==> src/hdl/blzw_pkg.sv <==
// Shared types and constants for the binary LZW bit decoder.
`default_nettype none
package blzw_pkg;

	localparam int BYTE_BITS   = 8;
	localparam int MAX_RESULTS = 64;
	localparam int RES_CNT_W   = 7;
	localparam int CFG_W       = 10;
	localparam logic [CFG_W-1:0] DICT_LIMIT_RESET = 10'd512;

	typedef enum logic [3:0] {
		S_IDLE,
		S_DECODE,
		S_LIT,
		S_ERR,
		S_WALK,
		S_WPUSH,
		S_POPRD,
		S_POPEM,
		S_EOS,
		S_DONE
	} state_t;

	typedef enum logic [1:0] {
		K_NORMAL,
		K_SPECIAL,
		K_PARTIAL
	} kind_t;

	typedef struct packed {
		logic accept;
		logic emit_lit;
		logic emit_pop;
		logic push_err;
		logic walk_code;
		logic add_special;
		logic walk_rd;
		logic walk_push;
		logic walk_root;
		logic pop_rd;
		logic finish_normal;
		logic finish_special;
		logic clr_acc;
		logic stream_init;
		logic flush;
	} cmd_t;

	typedef struct packed {
		logic first_seen;
		logic full;
		logic code_lt;
		logic code_eq;
		logic room;
		logic walk_lt2;
		logic sp_zero;
		logic emit_ok;
		logic push_ok;
		logic eos;
		logic gathered_nz;
		logic hold_v;
		logic out_free;
	} sts_t;

endpackage
`default_nettype wire

==> src/hdl/blzw_ctrl.sv <==
// Sequencing state machine for the binary LZW bit decoder.
`default_nettype none
module blzw_ctrl
	import blzw_pkg::*;
(
	input  wire logic clk,
	input  wire logic arst_n,
	input  wire logic in_valid,
	output logic      busy,
	input  wire sts_t sts,
	output cmd_t      cmd
);

	state_t state_q, state_d;
	kind_t  kind_q, kind_d;

	always_ff @(posedge clk or negedge arst_n) begin
		if (!arst_n) begin
			state_q <= S_IDLE;
			kind_q  <= K_NORMAL;
		end else begin
			state_q <= state_d;
			kind_q  <= kind_d;
		end
	end

	// next state
	always_comb begin
		state_d = state_q;
		kind_d  = kind_q;
		case (state_q)
			S_IDLE: if (in_valid) state_d = S_DECODE;
			S_DECODE: begin
				if (!sts.first_seen) state_d = S_LIT;
				else if (!sts.full) state_d = S_EOS;
				else if (sts.code_lt) begin
					state_d = S_WALK;
					kind_d  = K_NORMAL;
				end else if (sts.code_eq && sts.room) begin
					state_d = S_WALK;
					kind_d  = K_SPECIAL;
				end else state_d = S_ERR;
			end
			S_LIT: if (sts.emit_ok) state_d = S_EOS;
			S_ERR: if (sts.push_ok) state_d = S_EOS;
			S_WALK: state_d = sts.walk_lt2 ? S_POPRD : S_WPUSH;
			S_WPUSH: state_d = S_WALK;
			S_POPRD: state_d = sts.sp_zero ? S_EOS : S_POPEM;
			S_POPEM: if (sts.emit_ok) state_d = S_POPRD;
			S_EOS: begin
				if (!sts.eos) state_d = S_DONE;
				else if (sts.first_seen && sts.gathered_nz) begin
					if (sts.code_lt) begin
						state_d = S_WALK;
						kind_d  = K_PARTIAL;
					end else state_d = S_ERR;
				end else state_d = S_DONE;
			end
			S_DONE: if (!sts.hold_v || sts.out_free) state_d = S_IDLE;
			default: state_d = S_IDLE;
		endcase
	end

	// outputs
	always_comb begin
		cmd  = '0;
		busy = (state_q != S_IDLE);
		case (state_q)
			S_IDLE: cmd.accept = in_valid;
			S_DECODE: begin
				if (sts.first_seen && sts.full) begin
					if (sts.code_lt) cmd.walk_code = 1'b1;
					else if (sts.code_eq && sts.room) begin
						cmd.walk_code   = 1'b1;
						cmd.add_special = 1'b1;
					end else cmd.clr_acc = 1'b1;
				end
			end
			S_LIT: cmd.emit_lit = sts.emit_ok;
			S_ERR: cmd.push_err = sts.push_ok;
			S_WALK: begin
				cmd.walk_root = sts.walk_lt2;
				cmd.walk_rd   = !sts.walk_lt2;
			end
			S_WPUSH: cmd.walk_push = 1'b1;
			S_POPRD: begin
				cmd.pop_rd         = !sts.sp_zero;
				cmd.finish_normal  = sts.sp_zero && (kind_q == K_NORMAL);
				cmd.finish_special = sts.sp_zero && (kind_q == K_SPECIAL);
			end
			S_POPEM: cmd.emit_pop = sts.emit_ok;
			S_EOS: begin
				if (sts.eos) begin
					if (sts.first_seen && sts.gathered_nz) begin
						cmd.walk_code = sts.code_lt;
						cmd.clr_acc   = !sts.code_lt;
					end else cmd.stream_init = 1'b1;
				end
			end
			S_DONE: cmd.flush = sts.hold_v && sts.out_free;
			default: cmd = '0;
		endcase
	end

endmodule
`default_nettype wire

==> config.mk <==
export PLATFORM = sky130hd
export DESIGN_NAME = blzw_ctrl
export DESIGN_NICKNAME = d
export VERILOG_FILES = /design/src/hdl/blzw_pkg.sv /design/src/hdl/blzw_ctrl.sv
export SDC_FILE = /design/constraint.sdc
export NUM_CORES = 1
export LEC_CHECK = 0
export BUFFER_PORTS_ARGS = -buffer_cell sky130_fd_sc_hd__buf_2
export CAP_MARGIN = 30
export CORE_UTILIZATION = 41
export CTS_CLUSTER_DIAMETER = 100
export DETAILED_ROUTE_END_ITERATION = 10
export HOLD_SLACK_MARGIN = 0.05
export PLACE_DENSITY = 0.74
export SYNTH_ARGS = -nofsm -noshare
export SYNTH_HDL_FRONTEND = slang
export SYNTH_SLANG_ARGS = --single-unit
==> constraint.sdc <==
create_clock -name clk -period 1.4 [get_ports clk]
set_input_delay 0.14 -clock clk [delete_from_list [all_inputs] [get_ports clk]]
set_output_delay 0.14 -clock clk [all_outputs]
set_load 0.01 [all_outputs]
Word-level counts from Yosys, hierarchy flattened. Cells that the tools add are included.

Output and inout bits: 16. Input bits: 16. Flip-flop bits (word level): 6.

Mux-type cells: 48. Reductions and logical operators: 17. Equality and inequality tests: 21.

Operators by type and width (count): 4-bit 2-to-1 mux (10); 4-bit one-hot mux with 10 select lines (1); 2-bit 2-to-1 mux (11); 2-bit != test (second input constant) (10); 1-bit 2-to-1 mux (19); 4-bit by 3-bit equality test with 1-bit output (second input constant) (4); 3-bit 2-to-1 mux (4); 4-bit by 2-bit equality test with 1-bit output (second input constant) (2); 4-bit equality test (second input constant) (2); 7-bit AND reduction (1); 1-bit logical AND (6); 5-bit AND reduction (1); 4-bit by 1-bit equality test with 1-bit output (second input constant) (1); 1-bit logical NOT (4); 4-bit logical NOT (1); 1-bit one-hot mux with 2 select lines (2); 2-bit one-hot mux with 2 select lines (1); 4-bit nonzero test (1); 3-bit != test (second input constant) (1); 2-bit by 1-bit equality test with 1-bit output (second input constant) (1); 2-bit logical NOT (1); 2-bit nonzero test (1); 1-bit logical OR (1).

Longest topological paths before layout. Gate-level depths: netlist of the first run.

Word-level depth: 6. Gate-level depth with buffers: 6. Gate-level depth less buffers: 5.

Least setup slack after synthesis of the first run. OpenSTA, ideal clock, no wires.

Path kind: flip-flop to output port. Start point: register state_q[3]. End point: output port cmd[3] (netlist name). Arrival time: 1.383 ns. Stages on the path, launching flop included: 5. Path buffers: 1. Path slack: -0.123 ns. Cell sequence: dfrtp_1 -> buf_2 -> nand2b_2 -> or4_1 -> nor2_1.

RTL lines: start, declared (line blzw_ctrl.sv:14) `state_t state_q, state_d;`; start signal, assigned (line blzw_ctrl.sv:22) `state_q <= state_d;`; end, declared (line blzw_ctrl.sv:11) `output cmd_t cmd`.

==> impl_metrics.json, run 1 <==
{
  "wl_met1_um": 1220,
  "synthMostInstantiatedCell": "nor2_1",
  "die_h_um": 43.0,
  "min_path_cells": 2,
  "setup-tns-final_ns": -5.52,
  "dieWidth_um": 43.0,
  "hold_viol_final": 0,
  "clk_latency_ns": 0.27,
  "ys_top_cells_by_area": "dfrtp_1 (22%), a21oi_1 (5.8%), nor2_1 (5.4%)",
  "post-place-cells": 146,
  "drc_errors": 0,
  "yosys.area.top_type": "dfrtp_1",
  "synthArstFlopShare_pct": 100,
  "max-slew-margin-rel_pct": 76.5,
  "cts_tree": "yes",
  "rsz0062_at_grt": "yes",
  "p_leak_nw": 0.655,
  "grt_overflow": 0,
  "synth.yosys.warnings": 0,
  "hold_slack_ns": 0.112,
  "core_mm2": 0.00154,
  "diodes": 0,
  "antenna_found_initial": 0,
  "finalMaxSlewViolations": 0,
  "cts.clk_slew.worst_paths_ns": 0.06,
  "worst_ep_required_time_ns": 1.26,
  "rows": 14,
  "outcome": "finished, violations left",
  "worst-path-max-fanout": 4,
  "met2_length_um": 1600,
  "place.port_buffers": 31,
  "syn_area_per_cell_um2": 7.76,
  "cellPowerDensity_mw_per_mm2": 1740,
  "drtPass1Iterations": 4,
  "place_congestion": 1.01,
  "post-route-min-period_ns": 1.81,
  "dr_wl_met3_um": 308,
  "grt_pass1_wl_um": 4910,
  "reg2reg_depth": 8,
  "grt_max_degree": 12,
  "syn-cell-area_um2": 691,
  "synth_common_cells": "nor2_1 (10), a21oi_1 (8), dfrtp_1 (6), inv_1 (6), nand2_1 (6)",
  "place_hpwl_um": 1720,
  "skew_ns": 0.00918,
  "critPathLaunchType": "register",
  "grt_pass1_vias": 1026,
  "die_area_mm2": 0.00185,
  "fin_cells": 170,
  "setup_violations": 22,
  "yosysTopAreaCellShare_pct": 21.7,
  "routedWlPerCell_um": 19.6,
  "via_per_inst": 6.15,
  "layout-drive-gt1-share_pct": 64.9,
  "ant_nets": 0,
  "synth_edf_count": 0,
  "grtUsageTotal_pct": 37.2,
  "crit_arrival_ns": 1.67,
  "cap_violations": 0,
  "tightest_slew_ns": 0.349,
  "wl_um": 3330,
  "highest_layer": "met4",
  "drt_iter0_drc": 64,
  "ir_worst_vdd_mv": 0.945,
  "synthDistinctLibCells": 44,
  "hp-class": "primary input to register",
  "initial_core_util_pct": 44.8,
  "timing.fmax_mhz": 554,
  "synth_fp_nets": 105,
  "cts_sinks": 6,
  "areaGrowthSynthToFinish_pct": 92.2,
  "ys_ff_latch": 6,
  "cts_buffer_depth": 2,
  "finalCritPeriodShare_pct": 129,
  "yosysSeqAreaShare_pct": 21.7,
  "cts_buffers": 3,
  "nets": 171,
  "fin_ws_ns": -0.407,
  "cp-end-kind": "primary output",
  "vias": 1045,
  "top_level_ports": 32,
  "violations": "negative setup slack",
  "synth_cells": 89,
  "critPathKind": "register to primary output",
  "ctsRootBufferMaster": "clkbuf_4",
  "htreeDepth": 1,
  "ys.flop_type": "dfrtp_1"
}
## metal layers
| layer | vias to the layer above | global-route usage (%) |
|---|---|---|
| met2 | 78 | 61.2 |
| met4 | 0 | 17.6 |
| met3 | 27 | 12.3 |
| met5 | - | 0 |
| met1 | 479 | 43.0 |
| li1 | 461 | - |
## stage by stage
| step | instance area [um^2] | util, % | setup slack (ns) | total power, mW |
|---|---|---|---|---|
| floorplan | 722 | - | -0.0784 | 1.05 |
| global placement | 980 | 63.6 | -0.156 | 1.42 |
| detailed placement | 980 | 63.6 | -0.186 | 1.45 |
| CTS | 1280 | 83.0 | -0.352 | 2.08 |
| global route | 1330 | 86.1 | -0.451 | 2.42 |
| finish | 1330 | 86.1 | -0.407 | 2.31 |
## worst paths after layout
check	from	to	slack, ns
max	state_q[0]$_DFFE_PN0P_	cmd[3]	-0.41
max reg2reg	state_q[2]$_DFFE_PN0P_	kind_q[0]$_DFFE_PN0P_	-0.37
min reg2reg	kind_q[1]$_DFFE_PN0P_	kind_q[1]$_DFFE_PN0P_	0.56
min	sts[0]	state_q[3]$_DFFE_PN0P_	0.11
min in group asynchronous	arst_n	state_q[3]$_DFFE_PN0P_	0.24
max in group asynchronous	arst_n	state_q[0]$_DFFE_PN0P_	0.99
## logic make-up (layout without fill, tap and decap cells)
logic type	after synthesis	count (layout)	share of synthesized area, %
xor+xnor	1	1	1.27
compound gates	27	27	28.6
buf+inv	12	77	9.42
flops	6	6	21.7
simple gates	43	43	39.0
## registers in the layout, summed over array words and instances (netlist names)
| signal | cells |
|---|---|
| state_q | 4 |
| kind_q | 2 |
## power by group
part	internal, mW	switching, mW
sequential	0.246	0.0938
clock	0.110	0.0876
combinational	0.926	0.851
total	1.28	1.03
## repair_timing
action / CTS / global route
endpoints found under the setup margin: 22 / 22
pin swaps: 17 / 8
hold endpoints to repair: 6 / 0
setup buffers: 18 / 2
hold buffers: 1 / 0
resized for setup: 30 / 10
## cells in the final DEF (no fill, tap or decap), types with 2 or more instances in the layout
cell / count
clkbuf_4: 3
inv_1: 5
nor2_1: 6
buf_4: 20
nor2_4: 4
nor2b_4: 2
buf_6: 16
a21oi_2: 3
dfrtp_2: 2
dfrtp_1: 4
nand2_1: 5
nand3_2: 2
a31oi_1: 3
o21ai_0: 2
nor3_2: 2
o32a_1: 2
buf_2: 27
a21oi_1: 6
and2b_1: 2
and3_1: 4
## area by class of cell
| type | instances | area [um^2] |
|---|---|---|
| tap | 16 | 20.0 |
| fill | 84 | 214 |
| clock buffer | 4 | 26.3 |
| sequential | 6 | 153 |
| inverter | 7 | 28.8 |
| timing repair buffer | 66 | 510 |
| multi-input combinational | 71 | 589 |
## critical path, cell delays in order (launching register included)
cell,delay (ns)
dfrtp_2,0.42
buf_12,0.14
inv_4,0.05
nand2_2,0.07
or4_4,0.48
nor2_4,0.13
buf_6,0.11
No activity file was read; power rests on OpenSTA's default activity.
==> run 2, diff against run 1 <==
--- a/config.mk
+++ b/config.mk
@@ -10,7 +10,7 @@
 export CORE_UTILIZATION = 41
 export CTS_CLUSTER_DIAMETER = 100
 export DETAILED_ROUTE_END_ITERATION = 10
-export HOLD_SLACK_MARGIN = 0.05
+export HOLD_SLACK_MARGIN = 0.03
 export PLACE_DENSITY = 0.74
 export SYNTH_ARGS = -nofsm -noshare
 export SYNTH_HDL_FRONTEND = slang
==> constraint.sdc (replaced) <==
create_clock -name clk -period 1.5 [get_ports clk]
set_input_delay 0.15 -clock clk [delete_from_list [all_inputs] [get_ports clk]]
set_output_delay 0.15 -clock clk [all_outputs]
set_load 0.01 [all_outputs]
==> run 2 against run 1 <==
Net effect:
- the flow still finishes with violations (negative setup slack)
- global-route usage fell by 8.0 points
- register-to-register slack improved by 0.22 ns
- sequential share of layout area increased by 0.91 points
- utilization decreased by 5.7 points
- final cell count fell by 5.9%
- routed wire length decreased by 23%
- via count fell by 12%
- die area unchanged
- first-iteration DRC count shrank 33%
- worst setup slack better by 0.13 ns
- highest routed layer unchanged
==> impl_metrics.json, run 2 (synthesized netlist as in run 1, its figures left out) <==
{
  "ant_nets": 0,
  "hold_viol_final": 0,
  "holdPathEnd": "state_q[3]$_DFFE_PN0P_",
  "reg2reg_slack_ns": -0.15,
  "post-place-cells": 147,
  "mostFrequentLayoutCells": "buf_2 (27), buf_4 (16), buf_6 (11)",
  "diodes": 0,
  "place_hpwl_um": 1650,
  "violations": "negative setup slack",
  "grt_max_degree": 12,
  "cp-end-kind": "primary output",
  "totalPowerFinal_mw": 1.97,
  "drt_iter0_drc": 43,
  "dieWidth_um": 43.0,
  "design_area_mm2": 0.00124,
  "largest_reg_flops": 4,
  "crit_arrival_ns": 1.63,
  "reg2reg_depth": 7,
  "p_leak_nw": 0.604,
  "outcome": "finished, violations left",
  "cts_tree": "yes",
  "finalMaxSlewViolations": 0,
  "die_h_um": 43.0,
  "place.port_buffers": 31,
  "clk_latency_ns": 0.27,
  "min_from": "sts[0]",
  "via_per_inst": 5.76,
  "drc_errors": 0,
  "hp-class": "primary input to register",
  "hold_slack_ns": 0.147,
  "grtUsageTotal_pct": 29.2,
  "ctsRootBufferMaster": "clkbuf_4",
  "cts_buffer_depth": 2,
  "grt_overflow": 0,
  "worstReg2RegStart": "state_q[0]$_DFFE_PN0P_",
  "core_mm2": 0.00154,
  "rsz0062_at_grt": "yes",
  "layout-drive-gt1-share_pct": 62.5,
  "top_regs": "state_q: 4 flops, kind_q: 2 flops",
  "min_path_cells": 2,
  "top_level_ports": 32,
  "skew_ns": 0.0182,
  "drtPass1Iterations": 4,
  "worst-path-max-fanout": 4,
  "critPathKind": "register to primary output",
  "max-slew-margin-rel_pct": 80.1,
  "tightest_slew_ns": 0.297,
  "cellPowerDensity_mw_per_mm2": 1590,
  "grt_pass1_wl_um": 3820,
  "setup_violations": 17,
  "worst_ep_required_time_ns": 1.35,
  "timing.fmax_mhz": 563,
  "cts_buffers": 3,
  "place_congestion": 0.954,
  "layout_commonest_cell": "buf_2",
  "cts.clk_slew.worst_paths_ns": 0.06,
  "regMostFlops": "state_q",
  "htreeDepth": 1,
  "wl_um": 2560,
  "grt_pass1_vias": 830,
  "routedWlPerCell_um": 16.0,
  "cts_sinks": 6,
  "placed_area_um2": 972,
  "critPathLaunchType": "register",
  "nets": 161,
  "setup-tns-final_ns": -2.38,
  "die_area_mm2": 0.00185,
  "ir_worst_vdd_mv": 0.832,
  "vias": 921,
  "cap_violations": 0,
  "rr_endpoint": "state_q[0]$_DFFE_PN0P_",
  "areaGrowthSynthToFinish_pct": 79.5,
  "antenna_found_initial": 0,
  "fin_cells": 160,
  "post-route-min-period_ns": 1.78,
  "initial_core_util_pct": 44.8,
  "rows": 14,
  "fin_ws_ns": -0.277,
  "finalCritPeriodShare_pct": 118
}
==> run 2: worst max-delay path by stage <==
stage                           startpoint                    end  depth (start not counted)
floorplan           state_q[1]$_DFFE_PN0P_  kind_q[0]$_DFFE_PN0P_                          6
global placement    state_q[1]$_DFFE_PN0P_                cmd[10]                          6
detailed placement  state_q[1]$_DFFE_PN0P_                cmd[10]                          6
CTS                 state_q[0]$_DFFE_PN0P_                cmd[10]                          6
global route        state_q[0]$_DFFE_PN0P_                cmd[10]                          6
finish              state_q[0]$_DFFE_PN0P_                cmd[10]                          6
==> run 2: what timing repair did <==
item                                    4_1_cts  5_1_grt
hold endpoints to repair                      6        0
pin swaps                                     8       12
endpoints found under the setup margin       16       19
buffers inserted                              7        3
gates resized for setup                      24       16
hold buffers                                  1        0
==> run 2: power by group <==
group	internal (mW)	switching, mW
clock	0.102	0.0810
sequential	0.232	0.0999
combinational	0.758	0.697
==> run 2: layout make-up <==
type | count | area [um^2]
clock buffers | 4 | 26.3
fillers | 102 | 302
inverters | 7 | 28.8
multi-input cells | 71 | 602
flip-flops and latches | 6 | 154
well taps | 16 | 20.0
repair buffers | 56 | 409
==> run 2: per-layer routing <==
layer	up-vias	wire, um	GRT usage, %
met5	-	0	0
met4	0	61	16.4
met3	8	194	5.96
met2	58	1280	48.5
met1	417	1020	34.6
li1	438	-	-
==> run 2: critical path, cell delays in order, from the launching register on <==
cell     delay (ns)
dfrtp_2        0.46
nor4b_4        0.35
and2_4         0.22
o21a_1         0.12
a21oi_2        0.04
inv_1          0.04
buf_2          0.11
==> run 2: per-stage QoR <==
step	utilization, %	worst slack (ns)
2_1_floorplan	-	0.00288
3_3_place_gp	63.1	-0.0189
3_5_place_dp	63.1	-0.0448
4_1_cts	75.5	-0.247
5_1_grt	80.4	-0.325
6_report	80.4	-0.277
